`config.mk`:
```
export PLATFORM = sky130hd
export DESIGN_NAME = adc_channel_scan_sequencer
export DESIGN_NICKNAME = d
export VERILOG_FILES = /design/src/design/acss_pkg.sv /design/src/design/adc_channel_scan_sequencer.sv
export VERILOG_INCLUDE_DIRS = /design/src /design/src/design
export SDC_FILE = /design/constraint.sdc
export NUM_CORES = 1
export LEC_CHECK = 0
export BUFFER_PORTS_ARGS = -buffer_cell sky130_fd_sc_hd__buf_2
export CAP_MARGIN = 25
export CORE_ASPECT_RATIO = 2
export CORE_MARGIN = 8
export CORE_UTILIZATION = 66
export DETAILED_ROUTE_END_ITERATION = 8
export GPL_TIMING_DRIVEN = 0
export HOLD_SLACK_MARGIN = 0.15
export PLACE_DENSITY = 0.94
export SYNTH_ARGS = -nofsm -noshare
export SYNTH_HDL_FRONTEND = slang
export SYNTH_SLANG_ARGS = --single-unit
```
`constraint.sdc`:
```
create_clock -name clk -period 3.19 [get_ports clk]
set_input_delay 0.319 -clock clk [delete_from_list [all_inputs] [get_ports clk]]
set_output_delay 0.319 -clock clk [all_outputs]
set_load 0.03 [all_outputs]
```
`src/design/adc_channel_scan_sequencer_assert.svh`:
```
// Assertion macros for the ADC channel scan sequencer.
`ifndef ADC_CHANNEL_SCAN_SEQUENCER_ASSERT_SVH
`define ADC_CHANNEL_SCAN_SEQUENCER_ASSERT_SVH

// Check a condition at every clock edge outside reset.
`define ACSS_ASSERT_ALWAYS(label, cond, msg) \
    label: assert property (@(posedge clk) disable iff (!rst_n) (cond)) else $error(msg);

// Check that a consequence holds in the cycle after its antecedent.
`define ACSS_ASSERT_NEXT(label, ante, cons, msg) \
    label: assert property (@(posedge clk) disable iff (!rst_n) (ante) |=> (cons)) \
        else $error(msg);

`endif

```
`src/design/acss_pkg.sv`:
```
// Types and constants of the ADC channel scan sequencer.
package acss_pkg;

    localparam int unsigned CHAN_W   = 4;
    localparam int unsigned SAMPLE_W = 12;
    localparam int unsigned SETTLE_W = 8;

    typedef logic [CHAN_W-1:0]   chan_t;
    typedef logic [SAMPLE_W-1:0] sample_t;
    typedef logic [SETTLE_W-1:0] settle_t;

    // Scan phase of one channel slot
    typedef enum logic [2:0] {
        PH_IDLE    = 3'd0,
        PH_SETTLE1 = 3'd1,
        PH_SETTLE2 = 3'd2,
        PH_START   = 3'd3,
        PH_CONVERT = 3'd4,
        PH_FINISH  = 3'd5
    } phase_t;

    // One tick of converter status and read request
    typedef struct packed {
        logic    conversion_done;
        sample_t sample;
        chan_t   read_channel;
    } scan_in_t;

    // Commands and read data issued for one tick
    typedef struct packed {
        logic    disable_valid;
        chan_t   disable_channel;
        logic    enable_valid;
        chan_t   enable_channel;
        logic    start_conversion;
        logic    captured;
        logic    all_scanned;
        sample_t read_value;
    } scan_out_t;

    localparam settle_t SETTLE_RESET = 8'd1;

endpackage

```
`src/design/adc_channel_scan_sequencer.sv`:
```
// Round-robin ADC channel scan sequencer: every input transaction is one tick. Each
// channel slot runs disable previous channel, settle, enable current channel, settle,
// start conversion, wait for done and store the sample, then advance (a wrap sets the
// sticky all_scanned flag). Every tick also returns the stored sample of read_channel,
// including one captured in the same tick; an index past the last channel reads 0.
// One transaction is taken per clock cycle while in_stall is low; each passes an input
// register and then a result register, where the result is held until it is taken.
// The combinational next-state logic between the registers sets the rate;
// in_stall rises only while both registers are full and the result is stalled.
// cfg_wr_en writes settle_ticks (0 acts as 1); write it only while no transaction is
// in flight.
module adc_channel_scan_sequencer #(
    parameter int unsigned NUM_CHANNELS = 12
) (
    input  logic                clk,
    input  logic                rst_n,
    input  logic                cfg_wr_en,
    input  acss_pkg::settle_t   cfg_wr_data,
    input  logic                in_valid,
    output logic                in_stall,
    input  acss_pkg::scan_in_t  in_data,
    output logic                out_valid,
    input  logic                out_stall,
    output acss_pkg::scan_out_t out_data
);

    `include "adc_channel_scan_sequencer_assert.svh"

    localparam int unsigned CH_W = (NUM_CHANNELS > 1) ? $clog2(NUM_CHANNELS) : 1;
    localparam logic [CH_W-1:0] LAST_CH = CH_W'(NUM_CHANNELS - 1);

    acss_pkg::settle_t   settle_ticks_reg;
    logic                in_valid_reg;
    acss_pkg::scan_in_t  in_data_reg;
    logic                out_valid_reg;
    acss_pkg::scan_out_t out_data_reg;

    acss_pkg::phase_t    phase_reg, phase_next;
    logic [CH_W-1:0]     cur_reg, cur_next;
    acss_pkg::settle_t   count_reg, count_next;
    logic                ready_reg, ready_next;
    acss_pkg::sample_t   store_reg [NUM_CHANNELS];

    acss_pkg::scan_out_t result;
    acss_pkg::settle_t   settle_load;
    acss_pkg::settle_t   count_dec;
    logic                store_we;
    logic                move;
    logic                accept;
    logic                rd_ok;
    logic [CH_W-1:0]     rd_idx;
    logic                settling;
    logic [3:0]          out_cmds;

    // Handshake: the input register drains into the result register
    assign move     = in_valid_reg && (!out_valid_reg || !out_stall);
    assign in_stall = in_valid_reg && !move;
    assign accept   = in_valid && !in_stall;
    assign out_valid = out_valid_reg;
    assign out_data  = out_data_reg;

    assign settle_load = (settle_ticks_reg == '0) ? acss_pkg::SETTLE_RESET : settle_ticks_reg;
    assign count_dec   = count_reg - acss_pkg::settle_t'(1);

    // Hold the settle length register
    always_ff @(posedge clk or negedge rst_n)
    begin
        if (!rst_n)
        begin
            settle_ticks_reg <= acss_pkg::SETTLE_RESET;
        end
        else if (cfg_wr_en)
        begin
            settle_ticks_reg <= cfg_wr_data;
        end
    end

    // Capture an accepted transaction; drop it once it moves on
    always_ff @(posedge clk or negedge rst_n)
    begin
        if (!rst_n)
        begin
            in_valid_reg <= 1'b0;
        end
        else if (accept)
        begin
            in_valid_reg <= 1'b1;
        end
        else if (move)
        begin
            in_valid_reg <= 1'b0;
        end
    end

    always_ff @(posedge clk)
    begin
        if (accept)
        begin
            in_data_reg <= in_data;
        end
    end

    // Next phase and the commands of this tick
    always_comb
    begin
        phase_next = phase_reg;
        cur_next   = cur_reg;
        count_next = count_reg;
        ready_next = ready_reg;
        store_we   = 1'b0;
        result     = '0;

        unique case (phase_reg)
            acss_pkg::PH_SETTLE1:
            begin
                count_next = count_dec;
                if (count_dec == '0)
                begin
                    result.enable_valid   = 1'b1;
                    result.enable_channel = acss_pkg::chan_t'(cur_reg);
                    count_next = settle_load;
                    phase_next = acss_pkg::PH_SETTLE2;
                end
            end
            acss_pkg::PH_SETTLE2:
            begin
                count_next = count_dec;
                if (count_dec == '0)
                begin
                    phase_next = acss_pkg::PH_START;
                end
            end
            acss_pkg::PH_START:
            begin
                result.start_conversion = 1'b1;
                phase_next = acss_pkg::PH_CONVERT;
            end
            acss_pkg::PH_CONVERT:
            begin
                if (in_data_reg.conversion_done)
                begin
                    store_we        = 1'b1;
                    result.captured = 1'b1;
                    phase_next      = acss_pkg::PH_FINISH;
                end
            end
            acss_pkg::PH_FINISH:
            begin
                if (cur_reg == LAST_CH)
                begin
                    cur_next   = '0;
                    ready_next = 1'b1;
                end
                else
                begin
                    cur_next = cur_reg + CH_W'(1);
                end
                phase_next = acss_pkg::PH_IDLE;
            end
            default:
            begin
                // idle, and any unused phase code
                result.disable_valid   = 1'b1;
                result.disable_channel = (cur_reg == '0) ? acss_pkg::chan_t'(LAST_CH)
                                                         : acss_pkg::chan_t'(cur_reg - CH_W'(1));
                count_next = settle_load;
                phase_next = acss_pkg::PH_SETTLE1;
            end
        endcase

        result.all_scanned = ready_next;

        // Read the store, bypassing a sample written this tick
        if (!rd_ok)
        begin
            result.read_value = '0;
        end
        else if (store_we && (rd_idx == cur_reg))
        begin
            result.read_value = in_data_reg.sample;
        end
        else
        begin
            result.read_value = store_reg[rd_idx];
        end
    end

    assign rd_ok  = {1'b0, in_data_reg.read_channel} < 5'(NUM_CHANNELS);
    assign rd_idx = in_data_reg.read_channel[CH_W-1:0];

    // Advance the scan state once per transaction
    always_ff @(posedge clk or negedge rst_n)
    begin
        if (!rst_n)
        begin
            phase_reg <= acss_pkg::PH_IDLE;
            cur_reg   <= '0;
            count_reg <= '0;
            ready_reg <= 1'b0;
        end
        else if (move)
        begin
            phase_reg <= phase_next;
            cur_reg   <= cur_next;
            count_reg <= count_next;
            ready_reg <= ready_next;
        end
    end

    // Store captured samples per channel
    always_ff @(posedge clk or negedge rst_n)
    begin
        if (!rst_n)
        begin
            for (int i = 0; i < NUM_CHANNELS; i++)
            begin
                store_reg[i] <= '0;
            end
        end
        else if (move && store_we)
        begin
            store_reg[cur_reg] <= in_data_reg.sample;
        end
    end

    // Hold the result until the transaction is taken
    always_ff @(posedge clk or negedge rst_n)
    begin
        if (!rst_n)
        begin
            out_valid_reg <= 1'b0;
        end
        else if (move)
        begin
            out_valid_reg <= 1'b1;
        end
        else if (!out_stall)
        begin
            out_valid_reg <= 1'b0;
        end
    end

    always_ff @(posedge clk)
    begin
        if (move)
        begin
            out_data_reg <= result;
        end
    end

    // Group the settle phases and the issued commands for the checks below
    assign settling = (phase_reg == acss_pkg::PH_SETTLE1) || (phase_reg == acss_pkg::PH_SETTLE2);
    assign out_cmds = {out_data_reg.disable_valid, out_data_reg.enable_valid,
                       out_data_reg.start_conversion, out_data_reg.captured};

    `ACSS_ASSERT_ALWAYS(a_cur_in_range, cur_reg <= LAST_CH, "current channel out of range")
    `ACSS_ASSERT_ALWAYS(a_settle_nonzero, !(settling && count_reg == '0), "settle counter zero")
    `ACSS_ASSERT_ALWAYS(a_one_command, !out_valid_reg || $onehot0(out_cmds), "commands overlap")
    `ACSS_ASSERT_NEXT(a_ready_sticky, ready_reg, ready_reg, "all-scanned flag cleared")
    `ACSS_ASSERT_NEXT(a_state_holds, !move, $stable({phase_reg, cur_reg}), "state not held")

endmodule

```
After elaboration in Yosys (flattened, before gate mapping)
Cells that the tools add are included.
{"block": "classes", "n_eq_ne": 11, "order_cmp": 4, "bitwise": 3, "n_reduce_logical": 22, "add_sub_neg": 3, "muxes": 27}
{"cell": "$bwmux W144", "n": 1}
{"cell": "$bmux W12 S4", "n": 1}
{"cell": "$demux W12 S4", "n": 1}
{"cell": "$mux W12", "n": 4}
{"cell": "$pmux W8 S3", "n": 1}
{"cell": "$logic_not A8 Y1", "n": 2}
{"cell": "$mux W8", "n": 2}
{"cell": "$pmux W3 S5", "n": 1}
{"cell": "$ge A5 B5 Y1 const B", "n": 2}
{"cell": "$mux W5", "n": 2}
{"cell": "$not A4 Y5", "n": 2}
{"cell": "$mux W1", "n": 9}
{"cell": "$mux W3", "n": 3}
{"cell": "$mux W4", "n": 2}
{"cell": "$sub A8 B1 Y8 const B", "n": 1}
{"cell": "$eq A3 B2 Y1 const B", "n": 2}
{"cell": "$eq A3 B3 Y1 const B", "n": 2}
{"cell": "$logic_and A1 B1 Y1", "n": 6}
{"cell": "$ne A2 B2 Y1 const B", "n": 3}
{"cell": "$reduce_and A2 Y1", "n": 3}
{"cell": "$reduce_or A6 Y1", "n": 1}
{"cell": "$lt A5 B1 Y1 const B", "n": 1}
{"cell": "$reduce_or A5 Y1", "n": 1}
{"cell": "$add A4 B1 Y4 const B", "n": 1}
{"cell": "other kinds (13)", "n": 16}
{"block": "word_totals", "reg_bits": 212, "wordCells": 101, "out_inout_bits": 27}

Longest topological paths before layout
{"block": "logic_depth", "word_depth": 8, "mapped_depth": 8}

Least setup slack after synthesis
OpenSTA, ideal clock, no wires.
{"block": "synth_timing", "kind": "register to register", "startpoint": "reg out_valid_reg (netlist: out_valid)", "endpoint": "reg store_reg[49] in the netlist's numbering", "n_path_buf": 2, "path_stages_with_launch": 9, "setup_time_ns": 0.125, "t_arrival_ns": 2.020, "slack_ns": 1.045, "cell_sequence": "dfrtp_1 -> a21bo_4 -> inv_6 -> and2_4 -> buf_6 -> and3b_4 -> nand2_4 -> buf_6 -> mux2_4"}
{"block": "synth_between", "elab_chain_cells": 4}
{"item": "start: declaration", "line_no": "adc_channel_scan_sequencer.sv:35", "rtl": "logic out_valid_reg;"}
{"item": "start signal: assignment", "line_no": "adc_channel_scan_sequencer.sv:231", "rtl": "out_valid_reg <= 1'b0;"}
{"item": "start signal: assignment", "line_no": "adc_channel_scan_sequencer.sv:235", "rtl": "out_valid_reg <= 1'b1;"}
{"item": "start signal: assignment", "line_no": "adc_channel_scan_sequencer.sv:239", "rtl": "out_valid_reg <= 1'b0;"}
{"item": "$logic_not A1 Y1", "line_no": "adc_channel_scan_sequencer.sv:56", "rtl": "assign move = in_valid_reg && (!out_valid_reg || !out_stall);"}
{"item": "$logic_or A1 B1 Y1", "line_no": "adc_channel_scan_sequencer.sv:56"}
{"item": "$logic_and A1 B1 Y1", "line_no": "adc_channel_scan_sequencer.sv:56"}
{"item": "named net move", "line_no": "adc_channel_scan_sequencer.sv:48", "rtl": "logic move;"}
{"item": "$logic_and A1 B1 Y1", "line_no": "adc_channel_scan_sequencer.sv:220", "rtl": "else if (move && store_we)"}
{"item": "end signal: indexed assignment", "line_no": "adc_channel_scan_sequencer.sv:222", "rtl": "store_reg[cur_reg] <= in_data_reg.sample;"}
{"item": "end: declaration", "line_no": "adc_channel_scan_sequencer.sv:42", "rtl": "acss_pkg::sample_t store_reg [NUM_CHANNELS];"}
The timed path passes the listed nets, and every way through them passes these cells.
A chain may end at the register's enable or synchronous reset.

Worst setup path in the final report
{"block": "layout_timing", "startpoint": "reg in_data_reg, in the netlist rd_idx[1]", "endpoint": "reg out_data_reg, in the netlist out_data[5] (data pin)"}
{"block": "layout_between", "elab_chain_cells": 5}
{"item": "start: declaration", "line_no": "adc_channel_scan_sequencer.sv:34", "rtl": "acss_pkg::scan_in_t in_data_reg;"}
{"item": "start signal: assignment", "line_no": "adc_channel_scan_sequencer.sv:99", "rtl": "in_data_reg <= in_data;"}
{"item": "$not A4 Y5 (implied by the code)", "line_no": "adc_channel_scan_sequencer.sv:184", "rtl": "result.read_value = store_reg[rd_idx];"}
{"item": "$bmux W12 S4", "line_no": "adc_channel_scan_sequencer.sv:184"}
{"item": "$mux W12 (implied by the code) (2 in series)", "line_no": "adc_channel_scan_sequencer.sv:184"}
{"item": "$mux W12", "line_no": "adc_channel_scan_sequencer.sv:178", "rtl": "else if (store_we && (rd_idx == cur_reg))"}
{"item": "end signal: assignment", "line_no": "adc_channel_scan_sequencer.sv:247", "rtl": "out_data_reg <= result;"}
{"item": "end: declaration", "line_no": "adc_channel_scan_sequencer.sv:36", "rtl": "acss_pkg::scan_out_t out_data_reg;"}
Several ways; a longest one is shown, not always the timed one. The select of a mux whose other input is x is not followed.

==> impl_metrics.csv <==
group,metric,value,unit
flow_run,maxCapViolCount,0,
clock_tree,clkTransAtPathRegs,0.07,ns
logic_synthesis,synth_top_area_cell,"dfrtp_1",
logic_synthesis,synth_seq_cells,212,
logic_synthesis,avgSynthCellArea,15.0,um2
timing,hold_viol,0,
power,p_total,5.99,mW
finish,finalNetCount,802,
die,dieWidth,102,um
grt,grt_first_pass_wirelength,39.5,mm
clock_tree,cts_root_buf,"clkbuf_16",
finish,diodes,0,
finish,postLayoutCellArea,11300,um2
outcome,status,"complete, no violations",
logic_synthesis,synth_cell_type_count,61,
worst_setup_path,crit_type,"reg2reg",
worst_setup_path,startpoint_type,"flip-flop",
placed_design,place_congestion,0.889,
routing,route.antenna.remaining_nets,0,
timing,relSlewSlack,0.325,
finish,drive_gt1_frac,0.410,
power,irDropWorstVdd,582,uV
finish,final_cell_mix,"dfrtp_1 (169), mux2_2 (112), buf_2 (75)",
timing,slew_viol_final,0,
timing,period_share,0.792,
grt,grt-ovfl-total,0,
routing,first_iter_violations,413,
placed_design,post_dp_cell_area,10400,um2
timing,clock_skew,0.0152,ns
logic_synthesis,ys.flop_type,"dfrtp_1",
timing,fin_crit,2.53,ns
die,io_pins,57,
grt,antenna_found_initial,0,
worst_setup_path,critical_path_required,3.41,ns
placed_design,place.port_buffers,55,
clock_tree,cts_max_level,1,
routing,wire_per_inst,25.8,um
worst_setup_path,cp_max_fo,10,
worst_setup_path,setup.worst_path.end_class,"flip-flop",
grt,grt_pass1_vias,7192,
worst_setup_path,arrival,2.74,ns
routing,dr.pass1.iters,5,
timing,worst_pin_slew,1.01,ns
power,p_leak,5.49,nW
power,cellPowerDensity,528,nW/um2
grt,grt_start_max_net_pins,92,
clock_tree,clockBufferDepth,3,
logic_synthesis,netlist_instances,658,
routing,viasPerCell,6.60,
finish,largest_register_ffs,144,
die,die_area,19300,um2
clock_tree,cts_tree,"built",
routing,via_count,6408,
logic_synthesis,synth-warning-count,0,
die,num_rows,63,
clock_tree,clk_latency,0.49,ns
logic_synthesis,synth_edf_count,42,
finish,final_common_cell,"dfrtp_1",
routing,drc_errors,0,
placed_design,dp_hpwl,16.1,mm
timing,setup_viol,0,
finish,area_delta_synth_final,15.2,%
timing,fmaxAchievable,396,MHz
routing,drt_wl_total,25.0,mm
clock_tree,clock_sinks,212,
min_path,worstHoldPathType,"in2reg",
grt,grt_use_total,0.272,
clock_tree,numCtsBuffers,19,
logic_synthesis,ys_top_cells_by_area,"dfrtp_1 (43%), edfxtp_1 (13%), mux2_2 (13%)",
logic_synthesis,yosysSeqAreaShare,0.560,
logic_synthesis,synth.net_count,696,
timing,grt_setup_unrepaired,"no",
die,initial_utilization,0.668,
logic_synthesis,synth_top_area_frac,0.429,
logic_synthesis,netlist_area,9850,um2
die,core_area,14700,um2
clock_tree,cts-resized-gates,0,
logic_synthesis,ys_async_sr_fraction,0.802,
die,die_h,189,um
[cells in the mapped netlist (all sizes together) (12+ instances only)]
cell,count
dfrtp,169
mux2,152
edfxtp,42
mux4,36
buf,27
nor2,25
clkbuf,23
nand2,19
inv,13
mux2i,13
nand3,13
a221oi,12
o21bai,12
[power by group]
group / total (mW) / leakage [nW] / switching, mW / internal, mW
sequential: 2.97 / 2.73 / 0.0977 / 2.87
clock: 2.44 / 0.321 / 0.994 / 1.45
combinational: 0.581 / 2.44 / 0.361 / 0.220
[routing by layer]
metal | GRT usage | vias up | wire (um)
li1 | - | 2657 | -
met1 | 0.288 | 3287 | 8430
met2 | 0.470 | 341 | 13300
met3 | 0.0425 | 123 | 1390
met4 | 0.196 | 0 | 1930
met5 | 0 | - | 0
[stage by stage]
| step | setup slack [ns] | util | TNS [ns] | hold slack [ns] | cells |
|---|---|---|---|---|---|
| final | 0.664 | 0.769 | 0 | 0.254 | 971 |
| after global routing | 0.489 | 0.769 | 0 | 0.297 | 971 |
| after CTS | 0.696 | 0.769 | 0 | 0.236 | 970 |
| after detailed placement | 0.738 | 0.706 | 0 | 0.407 | 909 |
| after global placement | -0.508 | 0.703 | -82.50 | 0.447 | 908 |
| after floorplan | 1.05 | - | 0 | 0.0234 | 658 |
[critical path, cell delays in order (launching register included)]
cell and delay, ns:
edfxtp_1 0.32, buf_2 0.29, clkbuf_1 0.68, mux4_2 0.35, mux2i_1 0.07, a221oi_1 0.54
[worst paths after layout]
kind	depth (start not counted)	startpoint	slack (ns)	end
worst max-delay path	5	rd_idx[1]	0.66	out_data[5]
worst max register to register	5	rd_idx[1]	0.66	out_data[5]
worst min-delay path	3	cfg_wr_en	0.25	settle_ticks_reg[5]
max in group asynchronous	3	rst_n	1.83	store_reg[3]
worst min register to register	1	ready_reg	0.47	ready_reg
min in group asynchronous	2	rst_n	0.43	settle_ticks_reg[2]
[cells by family after synthesis]
| kind of cell | count (synthesis) | synth area share |
|---|---|---|
| flops | 212 | 0.560 |
| mux | 201 | 0.285 |
| simple gates | 100 | 0.0560 |
| compound gates | 65 | 0.0494 |
| buf+inv | 63 | 0.0314 |
| fa+ha+maj | 9 | 0.0112 |
| xor+xnor | 8 | 0.00712 |
[repair_timing]
| item | CTS | global route |
|---|---|---|
| setup buffers | 0 | 0 |
| hold buffers | 28 | 0 |
| endpoints found under the hold margin | 105 | 0 |
| setup endpoints to repair | 0 | 0 |
[final cells by class]
cell class / count / area [um2]
Sequential cell: 212 / 5520
Multi-Input combinational cell: 383 / 4020
Fill cell: 778 / 3400
Timing Repair Buffer: 85 / 594
Clock buffer: 23 / 500
Buffer: 50 / 255
Tap cell: 195 / 244
Clock inverter: 10 / 156
Inverter: 13 / 53.8
Note: power is estimated with default switching activity, not from simulation.
